===== config.mk =====
export PLATFORM = sky130hd
export DESIGN_NAME = servo_gait_keyframe_pwm
export DESIGN_NICKNAME = d
export VERILOG_FILES = /design/src/rtl/sgkp_pkg.sv /design/src/rtl/servo_gait_keyframe_pwm.sv
export SDC_FILE = /design/constraint.sdc
export NUM_CORES = 1
export LEC_CHECK = 0
export BUFFER_PORTS_ARGS = -buffer_cell sky130_fd_sc_hd__buf_2
export CAP_MARGIN = 20
export CELL_PAD_IN_SITES_DETAIL_PLACEMENT = 0
export CELL_PAD_IN_SITES_GLOBAL_PLACEMENT = 1
export CORE_ASPECT_RATIO = 0.7
export CORE_MARGIN = 3
export CORE_UTILIZATION = 47
export DETAILED_ROUTE_END_ITERATION = 16
export PLACE_DENSITY = 0.93
export SLEW_MARGIN = 0
export SYNTH_ARGS = -nofsm -noshare
export SYNTH_HDL_FRONTEND = slang
export SYNTH_SLANG_ARGS = --single-unit

===== constraint.sdc =====
create_clock -name clock -period 9.8 [get_ports clock]
set_input_delay 0.98 -clock clock [delete_from_list [all_inputs] [get_ports clock]]
set_output_delay 0.98 -clock clock [all_outputs]
set_load 0.02 [all_outputs]

===== src/rtl/sgkp_pkg.sv =====
// shared types, constants and gait keyframe table for the servo gait pwm block
// no dependencies; imported by servo_gait_keyframe_pwm
`default_nettype none

package sgkp_pkg;

   localparam int NUM_SERVOS = 3;
   localparam int MAX_FRAMES = 2;
   localparam int NUM_GAITS  = 5;

   localparam int PeriodW = 10;
   localparam int ScaleW  = 4;
   localparam int PulseW  = 6;   // widest pulse in the table is 50
   localparam int DelayW  = 5;   // longest delay in the table is 20
   localparam int TargetW = DelayW + ScaleW;
   localparam int MsW     = 12;
   localparam int FrameW  = (MAX_FRAMES > 1) ? $clog2(MAX_FRAMES) : 1;
   localparam int LenW    = $clog2(MAX_FRAMES + 1);
   localparam int ByteW   = 8;
   localparam int RspDataW = 16;

   localparam logic [PeriodW-1:0] PERIOD_RESET = PeriodW'(627);
   localparam logic [ScaleW-1:0]  SCALE_RESET  = ScaleW'(10);

   // received command bytes
   localparam logic [ByteW-1:0] CMD_LED_ON   = 8'h31;   // '1'
   localparam logic [ByteW-1:0] CMD_LED_OFF  = 8'h32;   // '2'
   localparam logic [ByteW-1:0] CMD_STOP     = 8'h73;   // 's'
   localparam logic [ByteW-1:0] CMD_FORWARD  = 8'h66;   // 'f'
   localparam logic [ByteW-1:0] CMD_BACK     = 8'h62;   // 'b'
   localparam logic [ByteW-1:0] CMD_LEFT     = 8'h6C;   // 'l'
   localparam logic [ByteW-1:0] CMD_RIGHT    = 8'h72;   // 'r'

   typedef enum logic [1:0] {
      OP_PWM_TICK = 2'd0,
      OP_MS_TICK  = 2'd1,
      OP_COMMAND  = 2'd2,
      OP_RESERVED = 2'd3
   } opcode_type;

   typedef enum logic [2:0] {
      GAIT_STOP    = 3'd0,
      GAIT_FORWARD = 3'd1,
      GAIT_BACK    = 3'd2,
      GAIT_LEFT    = 3'd3,
      GAIT_RIGHT   = 3'd4
   } gait_type;

   typedef enum logic [0:0] {
      CSR_PWM_PERIOD  = 1'b0,
      CSR_DELAY_SCALE = 1'b1
   } csr_index_type;

   typedef struct packed {
      logic [NUM_SERVOS-1:0][PulseW-1:0] pulse;   // [0] center, [1] right, [2] left
      logic [DelayW-1:0]                 delay;
   } frame_type;

   function automatic frame_type mk_frame(input int p0, input int p1, input int p2,
                                          input int d);
      frame_type fr;
      fr.pulse[0] = PulseW'(p0);
      fr.pulse[1] = PulseW'(p1);
      fr.pulse[2] = PulseW'(p2);
      fr.delay    = DelayW'(d);
      return fr;
   endfunction

   function automatic logic [LenW-1:0] gait_len(input gait_type g);
      logic [LenW-1:0] n;
      unique case (g)
         GAIT_STOP: n = LenW'(1);
         default:   n = LenW'(2);
      endcase
      return n;
   endfunction

   function automatic frame_type gait_frame(input gait_type g, input logic [FrameW-1:0] f);
      frame_type fr;
      unique case (g)
         GAIT_FORWARD: fr = (f == '0) ? mk_frame(35, 30, 30, 20) : mk_frame(45, 50, 50, 20);
         GAIT_BACK:    fr = (f == '0) ? mk_frame(35, 40, 50, 20) : mk_frame(45, 30, 40, 20);
         GAIT_LEFT:    fr = (f == '0) ? mk_frame(35, 30, 50, 20) : mk_frame(45, 40, 30, 20);
         GAIT_RIGHT:   fr = (f == '0) ? mk_frame(35, 50, 30, 20) : mk_frame(45, 30, 50, 20);
         default:      fr = mk_frame(40, 40, 40, 1);
      endcase
      return fr;
   endfunction

endpackage

`default_nettype wire


===== src/rtl/servo_gait_keyframe_pwm.sv =====
// three-channel servo pwm with gait keyframe sequencer and command byte decode
// depends on sgkp_pkg (types, gait table, command codes)
// each response beat is registered and appears in the cycle after its request beat is accepted
// throughput: one beat per cycle while responses are read; the only loop is the single state update per beat
// the response register stalls the request side only while a result waits unread
// reset (synchronous, active high): pwm count 0, pins low, stop gait frame 0,
// ms count 0, led lit, period 627, scale 10, no response pending
`default_nettype none

module servo_gait_keyframe_pwm (
   input  wire logic                          clock,
   input  wire logic                          reset,
   // request channel
   input  wire logic                          req_tvalid,
   output      logic                          req_tready,
   input  wire logic [7:0]                    req_tdata,   // [7:0] command_byte
   input  wire logic [1:0]                    req_tuser,   // [1:0] opcode
   // response channel
   output      logic                          rsp_tvalid,
   input  wire logic                          rsp_tready,
   // [0] center_pin, [1] right_pin, [2] left_pin, [3] led_level,
   // [11:4] echo_byte, [15:12] zero
   output      logic [sgkp_pkg::RspDataW-1:0] rsp_tdata,
   output      logic                          rsp_tuser,   // [0] echo_valid
   // configuration write channel
   input  wire logic                          csr_valid,
   output      logic                          csr_ready,
   input  wire logic                          csr_index,
   input  wire logic [sgkp_pkg::PeriodW-1:0]  csr_data
);
   import sgkp_pkg::*;

   // configuration registers
   logic [PeriodW-1:0] period_ff, period_in;
   logic [ScaleW-1:0]  scale_ff, scale_in;

   // sequencer and pwm state
   logic [PeriodW-1:0]    pwm_count_ff, pwm_count_in;
   logic [NUM_SERVOS-1:0] pins_ff, pins_in;
   gait_type              gait_ff, gait_in;
   logic [FrameW-1:0]     frame_ff, frame_in;
   logic [MsW-1:0]        ms_count_ff, ms_count_in;
   logic                  led_ff, led_in;

   // response register
   logic                  rsp_valid_ff, rsp_valid_in;
   logic                  echo_valid_ff, echo_valid_in;
   logic [ByteW-1:0]      echo_byte_ff, echo_byte_in;

   logic       req_accept;
   logic       csr_accept;
   opcode_type opcode;
   frame_type  active_frame;
   logic [TargetW-1:0]    ms_target;
   logic [MsW-1:0]        ms_inc;
   logic [PeriodW-1:0]    pwm_base;
   logic [NUM_SERVOS-1:0] pins_base;
   logic [FrameW-1:0]     frame_step;

   assign req_tready = !rsp_valid_ff || rsp_tready;
   assign req_accept = req_tvalid && req_tready;
   assign csr_ready  = 1'b1;
   assign csr_accept = csr_valid && csr_ready;
   assign opcode     = opcode_type'(req_tuser);

   // the active frame always follows the selected gait and frame index
   assign active_frame = gait_frame(gait_ff, frame_ff);
   assign ms_target    = TargetW'(active_frame.delay * scale_ff);
   assign ms_inc       = ms_count_ff + MsW'(1);

   // wrap the pwm counter first, then compare against the pulse widths
   assign pwm_base  = (pwm_count_ff >= period_ff) ? '0 : pwm_count_ff;
   assign pins_base = (pwm_count_ff >= period_ff) ? '1 : pins_ff;

   // next frame, wrapping at the gait length
   always_comb begin
      if ((LenW'(frame_ff) + LenW'(1)) >= gait_len(gait_ff)) begin
         frame_step = '0;
      end else begin
         frame_step = frame_ff + FrameW'(1);
      end
   end

   // configuration writes
   always_comb begin
      period_in = period_ff;
      scale_in  = scale_ff;
      if (csr_accept) begin
         unique case (csr_index_type'(csr_index))
            CSR_PWM_PERIOD:  period_in = csr_data;
            CSR_DELAY_SCALE: scale_in  = csr_data[ScaleW-1:0];
            default:         period_in = period_ff;
         endcase
      end
   end

   // per-beat state update
   always_comb begin
      pwm_count_in  = pwm_count_ff;
      pins_in       = pins_ff;
      gait_in       = gait_ff;
      frame_in      = frame_ff;
      ms_count_in   = ms_count_ff;
      led_in        = led_ff;
      echo_valid_in = echo_valid_ff;
      echo_byte_in  = echo_byte_ff;
      rsp_valid_in  = rsp_valid_ff && !rsp_tready;

      if (req_accept) begin
         rsp_valid_in  = 1'b1;
         echo_valid_in = 1'b0;
         echo_byte_in  = '0;
         unique case (opcode)
            OP_PWM_TICK: begin
               pins_in = pins_base;
               for (int i = 0; i < NUM_SERVOS; i++) begin
                  if (pwm_base >= PeriodW'(active_frame.pulse[i])) begin
                     pins_in[i] = 1'b0;
                  end
               end
               pwm_count_in = pwm_base + PeriodW'(1);
            end
            OP_MS_TICK: begin
               if (ms_inc >= MsW'(ms_target)) begin
                  ms_count_in = '0;
                  frame_in    = frame_step;
               end else begin
                  ms_count_in = ms_inc;
               end
            end
            OP_COMMAND: begin
               echo_valid_in = 1'b1;
               echo_byte_in  = req_tdata;
               unique case (req_tdata)
                  CMD_LED_ON:  led_in = 1'b1;
                  CMD_LED_OFF: led_in = 1'b0;
                  CMD_STOP: begin
                     gait_in = GAIT_STOP;
                     frame_in = '0;
                     ms_count_in = '0;
                  end
                  CMD_FORWARD: begin
                     gait_in = GAIT_FORWARD;
                     frame_in = '0;
                     ms_count_in = '0;
                  end
                  CMD_BACK: begin
                     gait_in = GAIT_BACK;
                     frame_in = '0;
                     ms_count_in = '0;
                  end
                  CMD_LEFT: begin
                     gait_in = GAIT_LEFT;
                     frame_in = '0;
                     ms_count_in = '0;
                  end
                  CMD_RIGHT: begin
                     gait_in = GAIT_RIGHT;
                     frame_in = '0;
                     ms_count_in = '0;
                  end
                  default: begin
                     // unknown byte: echo only
                     led_in = led_ff;
                  end
               endcase
            end
            default: begin
               // reserved opcode: report current levels, no state change
               pins_in = pins_ff;
            end
         endcase
      end
   end

   always_ff @(posedge clock) begin
      if (reset) begin
         period_ff    <= PERIOD_RESET;
         scale_ff     <= SCALE_RESET;
         pwm_count_ff <= '0;
         pins_ff      <= '0;
         gait_ff      <= GAIT_STOP;
         frame_ff     <= '0;
         ms_count_ff  <= '0;
         led_ff       <= 1'b1;
         rsp_valid_ff <= 1'b0;
      end else begin
         period_ff    <= period_in;
         scale_ff     <= scale_in;
         pwm_count_ff <= pwm_count_in;
         pins_ff      <= pins_in;
         gait_ff      <= gait_in;
         frame_ff     <= frame_in;
         ms_count_ff  <= ms_count_in;
         led_ff       <= led_in;
         rsp_valid_ff <= rsp_valid_in;
      end
      echo_valid_ff <= echo_valid_in;
      echo_byte_ff  <= echo_byte_in;
   end

   // pins and led are live state; they only move on an accepted beat,
   // so they match the pending response while it waits
   assign rsp_tvalid = rsp_valid_ff;
   assign rsp_tuser  = echo_valid_ff;
   assign rsp_tdata  = {{(RspDataW - ByteW - NUM_SERVOS - 1){1'b0}},
                        echo_byte_ff, led_ff, pins_ff};

`ifndef SYNTHESIS
   a_frame_in_gait: assert property (@(posedge clock) disable iff (reset)
      LenW'(frame_ff) < gait_len(gait_ff))
      else $error("frame index beyond gait length");

   a_accept_gives_rsp: assert property (@(posedge clock) disable iff (reset)
      req_accept |=> rsp_valid_ff)
      else $error("accepted beat produced no response");

   a_no_echo_zero: assert property (@(posedge clock) disable iff (reset)
      (rsp_valid_ff && !echo_valid_ff) |-> (echo_byte_ff == '0))
      else $error("echo byte set without echo flag");

   a_stop_cmd: assert property (@(posedge clock) disable iff (reset)
      (req_accept && opcode == OP_COMMAND && req_tdata == CMD_STOP)
         |=> (gait_ff == GAIT_STOP && frame_ff == '0 && ms_count_ff == '0))
      else $error("stop command did not restart the stop gait");

   a_state_holds_on_stall: assert property (@(posedge clock) disable iff (reset)
      (!$past(req_accept) && !$past(reset)) |-> $stable({pins_ff, led_ff, gait_ff, frame_ff}))
      else $error("sequencer state moved without an accepted beat");
`endif

endmodule

`default_nettype wire

Word level (Yosys, flattened, before mapping)
Index checks and enable logic that the tools add are counted.
{"block": "classes", "n_addsub": 4, "multipliers": 1, "order_cmp": 6, "n_eq_ne": 15, "mux": 22, "bitwise": 1, "n_reduce_logical": 24}
{"operator": "23-bit one-hot mux with 4 select lines", "count": 1}
{"operator": "23-bit 2-to-1 mux", "count": 3}
{"operator": "8-bit by 7-bit == test with 1-bit output, second input constant", "count": 5}
{"operator": "10-bit by 6-bit >= comparator with 1-bit output", "count": 3}
{"operator": "12-bit 2-to-1 mux", "count": 2}
{"operator": "12-bit one-hot mux with 2 select lines", "count": 1}
{"operator": "22-bit 2-to-1 mux", "count": 1}
{"operator": "3-bit AND reduction", "count": 6}
{"operator": "8-bit by 6-bit == test with 1-bit output, second input constant", "count": 2}
{"operator": "3-bit one-hot mux with 5 select lines", "count": 1}
{"operator": "12-bit by 1-bit adder with 12-bit output, second input constant", "count": 1}
{"operator": "12-bit by 9-bit >= comparator with 1-bit output", "count": 1}
{"operator": "10-bit by 1-bit adder with 10-bit output, second input constant", "count": 1}
{"operator": "10-bit >= comparator", "count": 1}
{"operator": "10-bit 2-to-1 mux", "count": 1}
{"operator": "2-bit nonzero test", "count": 5}
{"operator": "5-bit by 4-bit multiplier with 9-bit output", "count": 1}
{"operator": "1-bit 2-to-1 mux", "count": 8}
{"operator": "3-bit by 2-bit == test with 1-bit output, second input constant", "count": 2}
{"operator": "2-bit AND reduction", "count": 3}
{"operator": "5-bit nonzero test", "count": 1}
{"operator": "5-bit OR reduction", "count": 1}
{"operator": "2-bit != test, second input constant", "count": 2}
{"operator": "1-bit one-hot mux with 2 select lines", "count": 2}
{"operator": "16 further kinds", "count": 18}
{"block": "totals", "register_bits": 54, "in_bits": 26, "output_inout_bits": 20, "elab_cells": 86}

Logic depth before layout (Yosys ltp)
{"block": "depth", "depth_word": 6, "depth_mapped": 19, "mapped_depth_nobuf": 17}

Worst setup path after synthesis
Ideal clock, no wire load.
{"block": "synth_path", "kind": "reg-to-reg", "startpoint": "reg gait_ff[0]", "endpoint": "reg ms_count_ff[2]", "setup_time_ns": 0.058, "arrival_time_ns": 3.589, "t_required_ns": 9.742, "path_slack_ns": 6.152, "stages_incl_launch_ff": 19, "path_buffers": 2, "synth_period_minus_slack_ns": 3.648, "path_cell_list": "dfxtp_1 > clkbuf_1 > nor2_1 > xnor2_1 > clkbuf_1 > and2_1 > inv_1 > fa_1 > inv_1 > ha_1 > a31oi_1 > xor2_1 > ha_1 > a21oi_1 > a21oi_1 > a211oi_1 > o31ai_4 > a2111oi_0 > a21o_1"}
{"block": "synth_via", "elab_chain_len": 6, "elab_cells_between_ends": 9, "cone_classes": "1 x mul; 1 x order compare; 4 x eq/ne; 3 x mux"}
{"item": "from (decl)", "line": "servo_gait_keyframe_pwm.sv:40", "source": "gait_type gait_ff, gait_in;"}
{"item": "from (signal assigned)", "line": "servo_gait_keyframe_pwm.sv:192", "source": "gait_ff <= gait_in;"}
{"item": "3-bit == test, or another cell as far along", "line": "sgkp_pkg.sv:80", "source": "unique case (g)"}
{"item": "23-bit one-hot mux with 4 select lines (*)", "line": "sgkp_pkg.sv:80"}
{"item": "5-bit by 4-bit multiplier with 9-bit output (*)", "line": "servo_gait_keyframe_pwm.sv:68", "source": "assign ms_target = TargetW'(active_frame.delay * scale_ff);"}
{"item": "12-bit by 9-bit >= comparator with 1-bit output (*)", "line": "servo_gait_keyframe_pwm.sv:124", "source": "if (ms_inc >= MsW'(ms_target)) begin"}
{"item": "12-bit 2-to-1 mux (*)", "line": "servo_gait_keyframe_pwm.sv:124"}
{"item": "12-bit one-hot mux with 2 select lines (*)", "line": "servo_gait_keyframe_pwm.sv:113", "source": "unique case (opcode)"}
{"item": "to (signal assigned)", "line": "servo_gait_keyframe_pwm.sv:194", "source": "ms_count_ff <= ms_count_in;"}
{"item": "to (decl)", "line": "servo_gait_keyframe_pwm.sv:42", "source": "logic [MsW-1:0] ms_count_ff, ms_count_in;"}
Every way passes the cells marked *; elsewhere a longest branch is shown, timed or not.
A chain may end at the register's enable or synchronous reset.

Final worst setup path
{"block": "layout_path", "startpoint": "reg gait_ff[0]", "endpoint": "reg ms_count_ff[0]"}
Same word-level chain as after synthesis.

==> summary.txt <==
Status
  – Status: completed

Timing
  – Setup Skew: 7.19 ps
  – RSZ-0062 raised after global routing: no
  – Fin. max-slew vios: 0
  – WHS: 488 ps
  – Final min period: 4130 ps
  – Rel. slew slack: 49.5%
  – Final hold violations: 0
  – Slew @ Worst Pin: 752 ps
  – F_max: 242 MHz
  – Final TNS setup: 0 ps
  – Final period util: 42.2%
  – Final Setup Violations: 0

Worst setup path
  – Critical Path AT: 4390 ps
  – Worst Setup End Kind: register
  – Critical path startpoint category: register
  – Reg2Reg Depth: 17
  – Crit path buf inv count: 2
  – CP top delay family: simple AND/OR/NAND/NOR gates
  – Crit path required time: 10,060 ps
  – R2r endpoint: ms_count_ff[0]
  – Max incr delay on CP: 620 ps
  – Worst r2r src: gait_ff[0]
  – Max FO, Critical Path: 11
  – CP Class: reg2reg
  – Crit path max-delay cell type: xnor2_1
  – Crit path cell chain: nor2_1 -> xnor2_1 -> and2_1 -> inv_1 -> fa_1 -> inv_1 -> ha_1 -> a21oi_1 -> nor2b_1 -> xnor2_1 -> ha_1 -> nand2_1 -> a21oi_1 -> a211oi_1 -> o31ai_4 -> nor3_2 -> mux2_2
  – Reg-to-reg setup timing slack: 5670 ps

Placement
  – Final HPWL DP: 6520 um
  – RePlAce Congestion: 0.878
  – Port Buffers: 40

Floorplanning
  – Num rows: 26
  – Area of the core: 7420 um2
  – I/O pin cnt: 46
  – DIE AREA: 8900 um2
  – Die X: 111 um
  – Die Height: 79.8 um
  – Starting density of the core: 49.3%

Final layout
  – Area grow syn2layout: 9.88%
  – Antenna cells: 0
  – Share of layout cells above drive strength 1: 13.2%
  – Most common cell after layout, fill and taps aside: dfxtp_1
  – Final nets: 535
  – Fill count: 699
  – Commonest non-fill, non-tap cells in the layout: dfxtp_1, ha_1, buf_2
  – Core Util, Final: 54.2%

Hold path
  – Hold path depth: 2
  – Hold worst-path end: pins_ff[0]
  – Worst Hold Launch: pins_ff[0]
  – Min-Delay Path Class: reg2reg

Clock tree
  – Post-CTS setup repair buffer count: 0
  – Post-CTS Hold Buffers: 0
  – Sink Count: 54
  – CTS Buffer Depth: 2
  – Clk slew on worst S/H paths: 100 ps
  – Clk_lat worst skew: 310 ps
  – Root buffer cell: clkbuf_8
  – TritonCTS Buffers: 5
  – # H-tree levels: 2
  – CTS tree: done
  – Post_cts resized: 0

Synth
  – Number of synthesized register bits: 54
  – Post-synthesis cell type count: 55
  – Avg Cell Area, Syn: 8.43 um2
  – Register area share after synthesis: 32.0%
  – Synth Cell Area: 3660 um2
  – Post-synth EDFFs: 9
  – Synth Instances: 434
  – Yosys warnings: 0
  – Async SR Flop Fraction: 0%
  – Top FF cell, synth: dfxtp_1

Drt
  – Routed WL per cell: 14.6 um
  – Total number of vias: 3,173
  – DR DRC count: 0
  – Via/cell ratio: 5.61
  – Post-DRT Antenna Nets: 0
  – Post-Route WL: 8270 um
  – Drt pass-1 iters: 4
  – First-iteration detailed-routing DRC count: 208

Pwr
  – Sw Share: 25.5%
  – Static leakage: 1.82 nW
  – Switching pwr: 0.111 mW
  – Sequential fraction of design power: 53.9%
  – Logic gate share of total power: 10.9%
  – Peak VDD IR: 0.0000513 V
  – Internal power: 0.325 mW
  – PwrDens: 108 nW/um2
  – Power Total: 0.436 mW
  – Clk pwr share: 35.2%

Global route
  – Largest net degree at the start of global routing: 27
  – First-pass GRT wire length: 14,100 um
  – Number of global-route vias before repair: 2,889
  – Initial antenna violation count: 0
  – Total congestion overflow: 0
  – GRT Total Usage: 19.3%

Flow run
  – Max-Cap Viols: 0
[per-stage QoR]
stage / std cells / setup WS (ps) / instance area, um2
CTS: 564 / 5650 / 4010
finish: 566 / 5670 / 4020
floorplan: 439 / 6150 / 3680
detailed placement: 556 / 5680 / 3900
global route: 566 / 5190 / 4020
global placement: 556 / 5910 / 3900
[flip-flops by register name, summed over array words and instances, names as in the netlist]
name	flops
led_ff	1
rsp_tuser	1
gait_ff	3
pins_ff	3
ms_count_ff	12
echo_byte_ff	8
pwm_count_ff	10
scale_ff	4
period_ff	10
rsp_tvalid	1
frame_ff	1
[synthesized netlist by cell type, types with 3 or more instances]
cell type	instances	area share, %
dfxtp_1	45	25
ha_1	41	14
nand2_1	39	4.0
nor2_1	34	3.5
inv_1	29	3.0
a21oi_1	28	3.8
nand3_1	23	3.1
and2_1	17	2.9
clkbuf_1	13	1.3
o21ai_0	11	1.5
a21o_1	10	2.1
nand2b_1	10	1.7
and3_1	9	1.5
edfxtp_1	9	7.4
nor2b_1	8	1.4
mux2i_1	7	1.9
or3_1	7	1.2
a2111oi_0	6	1.4
buf_4	6	1.2
o211ai_1	6	1.2
xnor2_1	6	1.4
nand4_1	5	0.85
nor3_1	5	0.68
o21ai_1	5	0.68
a211oi_1	4	0.82
a22o_1	4	0.96
xor2_1	4	0.96
o2111ai_1	3	0.72
o41ai_1	3	0.72
[layer usage]
layer / global-route usage (%) / part of all wire [%]
met5: 0 / 0
met4: 4.98 / 0.76
met3: 2.73 / 7.0
met2: 27.9 / 39
met1: 29.7 / 53
[kinds of logic (layout without fill, tap and decap cells)]
family	Yosys count	in the layout	share of synthesized area [%]
adder cells (fa/ha/maj)	42	42	14.6
multiplexers	9	9	2.53
AO/OA/AOI/OAI	95	95	18.2
flip-flops	54	54	32.0
other	2	7	0.205
XOR/XNOR	10	10	2.39
buffers and inverters	52	81	6.02
AND/OR/NAND/NOR	170	170	24.0
[how the worst max path moves through the flow]
stage / startpoint / end / cells after the start
after global placement: gait_ff[0] / ms_count_ff[0] / 16
final: gait_ff[0] / ms_count_ff[0] / 17
after floorplan: gait_ff[0] / ms_count_ff[2] / 18
after detailed placement: gait_ff[0] / ms_count_ff[0] / 17
after CTS: gait_ff[0] / ms_count_ff[0] / 17
after global routing: gait_ff[0] / ms_count_ff[0] / 17
[worst register-to-register path: stages, from the launching register on]
cell	delay, ps
dfxtp_1	510
nor2_1	130
xnor2_1	620
and2_1	250
inv_1	60
fa_1	410
inv_1	60
ha_1	160
a21oi_1	50
nor2b_1	170
xnor2_1	140
ha_1	250
nand2_1	120
a21oi_1	60
a211oi_1	350
o31ai_4	180
nor3_2	350
mux2_2	220
[layout make-up]
class | instances | area, um2 | share of cell area, %
sequential | 54 | 1170 | 29.1
inverter | 31 | 116 | 2.89
multi-input combinational | 333 | 2290 | 56.9
timing repair buffer | 42 | 213 | 5.29
clock buffer | 5 | 68.8 | 1.71
tap | 98 | 123 | 3.05
clock inverter | 3 | 42.5 | 1.06
[power groups by stage]
stage / logic [mW] / registers [mW] / clock network, mW
floorplan: 0.0288 / 0.243 / 0
global placement: 0.0455 / 0.240 / 0
CTS: 0.0471 / 0.235 / 0.157
global route: 0.0536 / 0.236 / 0.166
finish: 0.0477 / 0.235 / 0.153
detailed placement: 0.0468 / 0.240 / 0
(Power assumes the default switching activity.)
